==> src/rtl/core/flow_endpoint_hash_table_assert.svh <==
// Assertion macros used by the flow endpoint hash table controller.
`ifndef FLOW_ENDPOINT_HASH_TABLE_ASSERT_SVH
`define FLOW_ENDPOINT_HASH_TABLE_ASSERT_SVH

// Check a property on every clock edge outside reset.
`define FEHASH_ASSERT(label, prop, msg) \
    label: assert property (@(posedge i_clk) disable iff (!i_rst_n) (prop)) \
        else $error(msg);

// Check that a condition holds in the cycle after a trigger.
`define FEHASH_ASSERT_NEXT(label, trig, cons, msg) \
    label: assert property (@(posedge i_clk) disable iff (!i_rst_n) \
        (trig) |=> (cons)) else $error(msg);

`endif

==> src/rtl/core/fehash_pkg.sv <==
`default_nettype none
package fehash_pkg;

    localparam int BUCKETS   = 256;
    localparam int WAYS      = 4;
    localparam int TAG_BITS  = 32;
    localparam int BKT_W     = $clog2(BUCKETS);
    localparam int PP_W      = 24;
    localparam logic [31:0] HASH_SEED = 32'd5381;

    localparam logic OP_LOOKUP = 1'b0;
    localparam logic OP_ADD    = 1'b1;

    typedef enum logic [2:0] {
        ST_HIT      = 3'd0,
        ST_MISS     = 3'd1,
        ST_UPDATED  = 3'd2,
        ST_INSERTED = 3'd3,
        ST_FULL     = 3'd4
    } t_status;

    typedef struct packed {
        logic load;
        logic commit;
    } t_dp_cmd;

    typedef struct packed {
        logic                valid;
        logic [63:0]         addr_high;
        logic [63:0]         addr_low;
        logic [PP_W-1:0]     port_proto;
        logic [TAG_BITS-1:0] tag;
    } t_entry;

    typedef t_entry [WAYS-1:0] t_row;

    function automatic logic [31:0] le_word(input logic [31:0] be);
        return {be[7:0], be[15:8], be[23:16], be[31:24]};
    endfunction

    function automatic logic [BKT_W-1:0] bucket_of(input logic [63:0] hi,
                                                   input logic [63:0] lo);
        logic [31:0] h;
        logic [31:0] m;
        h = HASH_SEED ^ le_word(hi[63:32]) ^ le_word(hi[31:0])
                      ^ le_word(lo[63:32]) ^ le_word(lo[31:0]);
        m = h % BUCKETS;
        return m[BKT_W-1:0];
    endfunction

    function automatic logic [TAG_BITS-1:0] tag_from_input(input logic [31:0] t);
        logic [TAG_BITS+31:0] x;
        x = {{TAG_BITS{1'b0}}, t};
        return x[TAG_BITS-1:0];
    endfunction

    function automatic logic [31:0] tag_to_found(input logic [TAG_BITS-1:0] t);
        logic [TAG_BITS+31:0] x;
        x = {32'b0, t};
        return x[31:0];
    endfunction

endpackage
`default_nettype wire

==> src/rtl/core/fehash_ctrl.sv <==
`default_nettype none
`include "flow_endpoint_hash_table_assert.svh"
module fehash_ctrl (
    input  logic              i_clk,
    input  logic              i_rst_n,
    input  logic              i_in_valid,
    output logic              o_in_ready,
    output logic              o_out_valid,
    input  logic              i_out_ready,
    output fehash_pkg::t_dp_cmd o_cmd
);
    import fehash_pkg::*;

    typedef enum logic [1:0] {
        S_IDLE   = 2'b01,
        S_COMMIT = 2'b10
    } t_state;

    t_state r_state, n_state;
    logic   r_out_valid, n_out_valid;
    logic   out_free;

    assign out_free = !r_out_valid || i_out_ready;

    always_comb begin
        n_state      = r_state;
        o_in_ready   = 1'b0;
        o_cmd.load   = 1'b0;
        o_cmd.commit = 1'b0;
        case (r_state)
            S_IDLE: begin
                o_in_ready = 1'b1;
                if (i_in_valid) begin
                    o_cmd.load = 1'b1;
                    n_state    = S_COMMIT;
                end
            end
            S_COMMIT: begin
                if (out_free) begin
                    o_cmd.commit = 1'b1;
                    n_state      = S_IDLE;
                end
            end
            default: begin
                n_state = S_IDLE;
            end
        endcase
    end

    always_comb begin
        n_out_valid = r_out_valid;
        if (o_cmd.commit) begin
            n_out_valid = 1'b1;
        end else if (i_out_ready) begin
            n_out_valid = 1'b0;
        end
    end

    always_ff @(posedge i_clk) begin
        if (!i_rst_n) begin
            r_state     <= S_IDLE;
            r_out_valid <= 1'b0;
        end else begin
            r_state     <= n_state;
            r_out_valid <= n_out_valid;
        end
    end

    assign o_out_valid = r_out_valid;

    `FEHASH_ASSERT_NEXT(a_load_then_commit, o_cmd.load, r_state == S_COMMIT,
        "accepted transaction did not move to commit")
    `FEHASH_ASSERT_NEXT(a_commit_shows_result, o_cmd.commit, o_out_valid,
        "commit did not present a result")
    `FEHASH_ASSERT(a_no_overwrite,
        (r_out_valid && !i_out_ready) |-> !o_cmd.commit,
        "result overwritten while still pending")
    `FEHASH_ASSERT(a_cmd_exclusive, $onehot0({o_cmd.load, o_cmd.commit}),
        "load and commit in the same cycle")

endmodule
`default_nettype wire

==> config.mk <==
export PLATFORM = sky130hd
export DESIGN_NAME = fehash_ctrl
export DESIGN_NICKNAME = d
export VERILOG_FILES = /design/src/rtl/core/fehash_pkg.sv /design/src/rtl/core/fehash_ctrl.sv
export VERILOG_INCLUDE_DIRS = /design/src /design/src/rtl/core
export SDC_FILE = /design/constraint.sdc
export NUM_CORES = 1
export LEC_CHECK = 0
export BUFFER_PORTS_ARGS = -buffer_cell sky130_fd_sc_hd__buf_2
export CAP_MARGIN = 20
export CORE_AREA = 2 2 39 41
export CTS_CLUSTER_DIAMETER = 200
export CTS_CLUSTER_SIZE = 20
export DETAILED_ROUTE_END_ITERATION = 6
export DIE_AREA = 0 0 41 43
export SKIP_LAST_GASP = 1
export SYNTH_ARGS = -nofsm -noshare
export SYNTH_HDL_FRONTEND = slang
export SYNTH_SLANG_ARGS = --single-unit
==> constraint.sdc <==
create_clock -name i_clk -period 1 [get_ports i_clk]
set_input_delay 0.2 -clock i_clk [delete_from_list [all_inputs] [get_ports i_clk]]
set_output_delay 0.2 -clock i_clk [all_outputs]
set_load 0.05 [all_outputs]
==> flow_summary.yaml, run 1 <==
worst_setup_path:
  cp-start-kind: "flip-flop"
  end_kind: "output port"
  critPathKind: "reg2out"
  worstPathArrival_ns: 0.98
  worstRegToRegCells: 4
  ff2ff_setup_slack_ns: -0.10
  cp.required_ns: 0.80
  r2r_end: "r_state[1]"
  worstReg2RegStart: "r_state[1]"
  critPathMaxFanout: 4
clocking:
  htree_levels: 1
  cts_buffer_depth: 2
  cts_buffers: 3
  cts.sinks: 3
  cts_tree: "built"
  clk_pin_slew_ns: 0.04
  clockRootBuffer: "clkbuf_4"
  worstSkewPairLatency_ns: 0.23
timing:
  hold_viol: 0
  max_slew_margin_pct: 90.42
  rsz0062_at_grt: "yes"
  fin_skew_ns: 0.001403
  fin_tns_setup_ns: -0.4944
  min_period_ns: 1.185
  min_period_over_period_pct: 118.5
  worstMarginPinSlew_ns: 0.1449
  fmax_mhz: 844.0
  setup_violations: 4
  hold_slack_ns: 0.1551
  fin_ws_ns: -0.1849
  slew_violations: 0
floorplan:
  row_count: 14
  die_w_um: 41
  die-area_um2: 1763
  initial_core_util_pct: 9.674
  core_um2: 1384
  die_y_um: 43
  io_pins: 8
outcome:
  outcome: "complete, but fails checks"
  violations: "negative setup slack"
synthesis:
  syn_inst: 13
  synth_top_area_share_pct: 44.86
  yosys.area.top_type: "dfxtp_1"
  synth_cell_types: 9
  synth_seq_cells: 3
  yosysSeqAreaShare_pct: 44.86
  synth_warnings: 0
  syn_nets: 17
  synth_area_per_cell_um2: 10.30
  netlist_top_cells_area: "dfxtp_1 (45%), and4bb_1 (9.3%), nand2b_1 (9.3%)"
  syn_area_um2: 133.9
grt:
  grt_overflow: 0
  grt_pass1_vias: 119
  antenna_found_initial: 0
  grt_pass1_wl_um: 427
  grt_max_degree: 5
  grt_usage_pct: 4.705
power_and_ir_drop:
  ir_drop_mv: 0.2834
  pwr_density_cell_nw_per_um2: 1544
  p_leak_uw: 0.0001362
final_layout:
  layout_commonest_cell: "buf_4"
  n_fill_cell: 165
  final_cell_mix: "buf_4 (4), clkbuf_4 (3), buf_2 (3), dfxtp_2 (2), buf_8 (2)"
  antenna_cells: 0
  layout.nets: 31
  drive_gt1_share_pct: 76.92
  syn_to_final_growth_pct: 112.1
hold_path:
  hp-start: "i_rst_n"
  hold_end: "r_state[0]"
  min_delay_path_depth: 2
  hold_class: "in2reg"
placement:
  pre_cts_slack_ns: -0.02759
  io_buffers: 7
  place_congestion: 0.4537
routing:
  via_per_inst: 3.262
  wl_per_cell_um: 6.810
  firstDrtPassIters: 1
  final_antenna_net_count: 0
  wl_um: 286
  drt-initial-drc-count: 0
  vias: 137
  drc: 0
flow_run:
  drv_cap: 0
==> layout make-up <==
class | instances | area (um2) | area share, %
well taps | 16 | 20.02 | 7.048
clock buffers | 4 | 26.28 | 9.251
flip-flops and latches | 3 | 66.31 | 23.35
repair buffers | 10 | 86.33 | 30.40
multi-input cells | 9 | 85.08 | 29.96
==> layer usage <==
| layer | part of all wire (%) | track usage, % | vias to the layer above |
|---|---|---|---|
| met1 | 35 | 2.548 | 56 |
| li1 | - | - | 70 |
| met5 | 0 | 0 | - |
| met2 | 42 | 5.625 | 9 |
| met4 | 6.3 | 8.000 | 0 |
| met3 | 16 | 4.712 | 2 |
==> cells by family (layout without fill, tap and decap cells) <==
| group | Yosys count | after routing | share of synthesized area (%) |
|---|---|---|---|
| flip-flops | 3 | 3 | 44.86 |
| AO/OA/AOI/OAI | 3 | 3 | 14.95 |
| AND/OR/NAND/NOR | 6 | 6 | 34.58 |
| buffers and inverters | 1 | 14 | 5.610 |
==> worst max-delay path by stage <==
| stage | startpoint | endpoint | slack [ns] | cells after the start |
|---|---|---|---|---|
| 2_1_floorplan | o_out_valid | o_cmd[0] | -0.08 | 3 |
| 3_3_place_gp | r_state[0] | o_cmd[0] | -0.01 | 3 |
| 3_5_place_dp | r_state[0] | o_cmd[0] | -0.03 | 3 |
| 4_1_cts | r_state[1] | o_cmd[1] | -0.20 | 2 |
| 5_1_grt | r_state[1] | o_cmd[1] | -0.22 | 2 |
| 6_report | r_state[1] | o_cmd[1] | -0.18 | 2 |
==> metrics by stage <==
stage | util (%) | instance area [um2] | std cells | total power [uW]
after floorplan | - | 138.9 | 13 | 182.2
after global placement | 14.56 | 201.4 | 37 | 202.8
after detailed placement | 14.56 | 201.4 | 37 | 203.5
after CTS | 19.89 | 275.3 | 42 | 452.2
after global routing | 20.52 | 284.0 | 42 | 465.0
final | 20.52 | 284.0 | 42 | 438.5
==> worst max-delay path, stage by stage (launching register included) <==
cell,delay (ns)
dfxtp_4,0.35
and3b_2,0.26
buf_8,0.15
==> Yosys cell counts <==
master    count
o21ai_1       1
o21a_1        1
and3b_1       1
a21boi_1      1
dfxtp_1       3
nand2b_1      2
nor2b_1       2
buf_4         1
and4bb_1      1
==> repair_timing <==
item,4_1_cts,5_1_grt
hold buffers,0,0
setup buffers,1,0
pin swaps,0,2
resized for setup,13,2
setup endpoints to repair,5,5
==> flip-flops by register name, summed over array words and instances, names as in the netlist <==
name         count
o_out_valid      1
r_state          2
==> where the power goes <==
part           internal [uW]  total (uW)  switching (uW)
Sequential               126         132            5.80
Clock                    149         212            62.3
Combinational           46.8        94.7            47.9
Total                    322         438             116
Power figures use the tool's default switching activity.
==> run 2: changes to the inputs <==
SKIP_CTS_REPAIR_TIMING = 1   (was not set)
==> flow_summary.yaml, run 2 (same netlist as run 1, synthesis figures left out) <==
clocking:
  worstSkewPairLatency_ns: 0.23
  htree_levels: 1
  cts_buffers: 3
  cts.sinks: 3
  cts_buffer_depth: 2
  clk_pin_slew_ns: 0.04
  clockRootBuffer: "clkbuf_4"
  cts_tree: "built"
timing:
  worstMarginPinSlew_ns: 0.1572
  setup_violations: 5
  max_slew_margin_pct: 89.58
  min_period_over_period_pct: 118.8
  hold_viol: 0
  min_period_ns: 1.188
  rsz0062_at_grt: "yes"
  fin_tns_setup_ns: -0.5340
  fin_skew_ns: 0.001396
  slew_violations: 0
  fmax_mhz: 841.8
  fin_ws_ns: -0.1879
final_layout:
  final_cell_mix: "clkbuf_4 (4), buf_2 (3), buf_4 (3), buf_6 (2)"
  antenna_cells: 0
  layout_commonest_cell: "clkbuf_4"
  drive_gt1_share_pct: 73.08
  post-route-util_pct: 20.16
  syn_to_final_growth_pct: 108.4
  largest_reg_flops: 2
  layout.nets: 31
  largest_register: "r_state"
  fin_area_um2: 279.0
  stdcell_count: 42
placement:
  io_buffers: 7
  dp_cells: 37
  place_congestion: 0.4537
  placed_area_um2: 201.4
grt:
  grt_pass1_wl_um: 427
  antenna_found_initial: 0
  grt_usage_pct: 4.705
  grt_pass1_vias: 120
  grt_overflow: 0
  gr-usage-met2_pct: 5.625
  grt_max_degree: 5
  grtUsageMet1_pct: 2.548
  met3_usage_pct: 4.712
  gr-max-usage-layer: "met4"
power_and_ir_drop:
  power_uw: 437.1
  p_leak_uw: 0.0001349
  pwr_density_cell_nw_per_um2: 1566
  ir_drop_mv: 0.2832
worst_setup_path:
  worstRegToRegCells: 4
  r2r_end: "r_state[1]"
  worstReg2RegStart: "r_state[1]"
  critPathKind: "reg2out"
  end_kind: "output port"
  cp.required_ns: 0.80
  cp-start-kind: "flip-flop"
  critPathMaxFanout: 4
  worstPathArrival_ns: 0.99
  ff2ff_setup_slack_ns: -0.10
floorplan:
  die-area_um2: 1763
  die_w_um: 41
  initial_core_util_pct: 9.674
  io_pins: 8
  die_y_um: 43
  row_count: 14
  core_um2: 1384
hold_path:
  hold_class: "in2reg"
  hp-start: "i_rst_n"
  min_delay_path_depth: 2
  hold_end: "r_state[0]"
routing:
  drc: 0
  vias: 137
  wl_per_cell_um: 6.810
  via_per_inst: 3.262
  final_antenna_net_count: 0
  wl_um: 286
  firstDrtPassIters: 1
  drt-initial-drc-count: 0
outcome:
  violations: "negative setup slack"
  outcome: "complete, but fails checks"
flow_run:
  drv_cap: 0
-- run 2: changes by cell type in the layout (fill, tap and decap cells not counted), sizes merged --
cell    previous run  this run
clkbuf             4         5
buf               10         9
-- run 2: area by class of cell --
type                       count  area (um2)
timing repair buffer          10       82.58
sequential                     3       65.06
fill                         166        1105
clock buffer                   4       26.28
multi-input combinational      9       85.08
tap                           16       20.02
-- run 2: worst max-delay path by stage --
stage / to / cells after the start / slack, ns / start
floorplan: o_cmd[0] / 3 / -0.08 / o_out_valid
global placement: o_cmd[0] / 3 / -0.01 / r_state[0]
detailed placement: o_cmd[0] / 3 / -0.03 / r_state[0]
CTS: o_cmd[0] / 3 / -0.29 / r_state[0]
global route: o_cmd[1] / 2 / -0.21 / r_state[1]
finish: o_cmd[1] / 2 / -0.19 / r_state[1]
-- run 2: critical path, cell delays in order, from the launching register on --
cell and delay, ns:
dfxtp_4 0.35, and3b_2 0.26, buf_8 0.15
-- run 2: per-layer routing --
metal  wire length [um]  share of wire [%]
met1                103                 36
met2                118                 41
met3                 45                 16
met4                 18                6.3
met5                  0                  0
-- run 2: through the flow --
stage	setup WS, ns	hold slack [ns]
after floorplan	-0.07932	0.2800
after global placement	-0.01231	0.4085
after detailed placement	-0.02759	0.4118
after CTS	-0.2863	0.1606
after global routing	-0.2136	0.1760
final	-0.1879	0.1646
-- run 2: power by group --
group          total (uW)  switching [uW]  internal [uW]
clock                 212            62.3            149
sequential            131            5.78            126
combinational        93.9            47.7           46.2
total                 437             116            321
==> run 3: changes to the inputs <==
PLACE_DENSITY_LB_ADDON = 0.12   (was not set)
SETUP_SLACK_MARGIN = 0.1   (was not set)
TNS_END_PERCENT = 20   (was not set)
==> flow_summary.yaml, run 3 (same netlist as run 1, synthesis figures left out) <==
final_layout:
  fin_area_um2: 287.8
  largest_register: "r_state"
  drive_gt1_share_pct: 77.78
  layout.nets: 32
  largest_reg_flops: 2
  multi_input_area_um2: 85.08
  n_fill_cell: 164
  seq_area_um2: 68.82
  antenna_cells: 0
  final_cell_mix: "buf_2 (4), buf_4 (4), clkbuf_4 (3), dfxtp_4 (2), buf_6 (2)"
  syn_to_final_growth_pct: 115.0
timing:
  fmax_mhz: 841.0
  min_period_ns: 1.189
  max_slew_margin_pct: 83.55
  min_period_over_period_pct: 118.9
  rsz0062_at_grt: "yes"
  worstMarginPinSlew_ns: 0.2485
  fin_skew_ns: 0.001930
  slew_violations: 0
  hold_viol: 0
  setup_violations: 6
  fin_ws_ns: -0.1890
grt:
  grt_pass1_vias: 133
  grt_usage_pct: 5.311
  grt_max_degree: 5
  antenna_found_initial: 0
  grt_pass1_wl_um: 496
  grt_overflow: 0
worst_setup_path:
  ff2ff_setup_slack_ns: -0.11
  crit_family: "flip-flops"
  cp-endpoint: "o_cmd[1]"
  path_depth: 2
  crit_start: "r_state[1]"
  cp-start-kind: "flip-flop"
  critical_path_buf_inv_count: 1
  critPathMaxFanout: 4
  critical_path.cell_chain: "and3b_2 -> buf_8"
  worstRegToRegCells: 4
  cp.required_ns: 0.80
  worstReg2RegStart: "r_state[1]"
  r2r_end: "r_state[1]"
  critPathKind: "reg2out"
  end_kind: "output port"
  cp_slowest_cell: "dfxtp_4"
  critPathMaxStageDelay_ns: 0.35
  worstPathArrival_ns: 0.99
routing:
  firstDrtPassIters: 2
  drc: 0
  wl_um: 357
  via_per_inst: 3.209
  drt-initial-drc-count: 1
  final_antenna_net_count: 0
  wl_per_cell_um: 8.302
  vias: 138
floorplan:
  row_count: 14
  core_um2: 1384
  die_w_um: 41
  initial_core_util_pct: 9.674
  die_y_um: 43
  die-area_um2: 1763
  io_pins: 8
power_and_ir_drop:
  ir_drop_mv: 0.2865
  pwr_density_cell_nw_per_um2: 1550
  p_leak_uw: 0.0001411
  power_uw: 446.0
clocking:
  clockRootBuffer: "clkbuf_4"
  htree_levels: 1
  cts_tree: "built"
  cts_buffers: 3
  cts_buffer_depth: 2
  clk_pin_slew_ns: 0.04
  worstSkewPairLatency_ns: 0.23
  cts.sinks: 3
outcome:
  violations: "negative setup slack"
  outcome: "complete, but fails checks"
hold_path:
  hold_class: "in2reg"
  hp-start: "i_rst_n"
placement:
  placed_area_um2: 211.5
  io_buffers: 7
  place_congestion: 0.5814
flow_run:
  drv_cap: 0
## run 3: layout make-up
class                   count  area share (%)
clock buffers               4           9.130
multi-input cells           9           29.57
repair buffers             11           30.43
flip-flops and latches      3           23.91
well taps                  16           6.957
## run 3: stage by stage
step	setup WS, ns	setup TNS [ns]	utilization [%]	std cells	hold slack [ns]
2_1_floorplan	-0.002133	-0.002133	-	13	0.2800
4_1_cts	-0.2955	-0.8517	17.18	42	0.1673
6_report	-0.1890	-0.6759	20.80	43	0.1598
3_5_place_dp	-0.04522	-0.05405	15.28	38	0.4150
5_1_grt	-0.2145	-0.8602	20.80	43	0.1689
3_3_place_gp	-0.03240	-0.04725	15.28	38	0.4153
## run 3: worst min-delay path by stage
stage	to	cells past startpoint	slack, ns
4_1_cts	r_state[0]	2	0.17
2_1_floorplan	r_state[0]	1	0.28
5_1_grt	r_state[0]	2	0.17
3_5_place_dp	r_state[0]	2	0.42
3_3_place_gp	r_state[0]	2	0.42
6_report	r_state[0]	2	0.16
## run 3: report_power, final
group          switching [uW]  internal, uW
clock                    65.9           150
sequential               6.17           124
combinational            49.6          50.9
total                     122           324
## run 3: metal layers
layer	part of all wire, %	global-route usage, %
met1	37	3.195
met2	49	5.938
met3	10	6.283
met4	3.4	8.000
met5	0	0
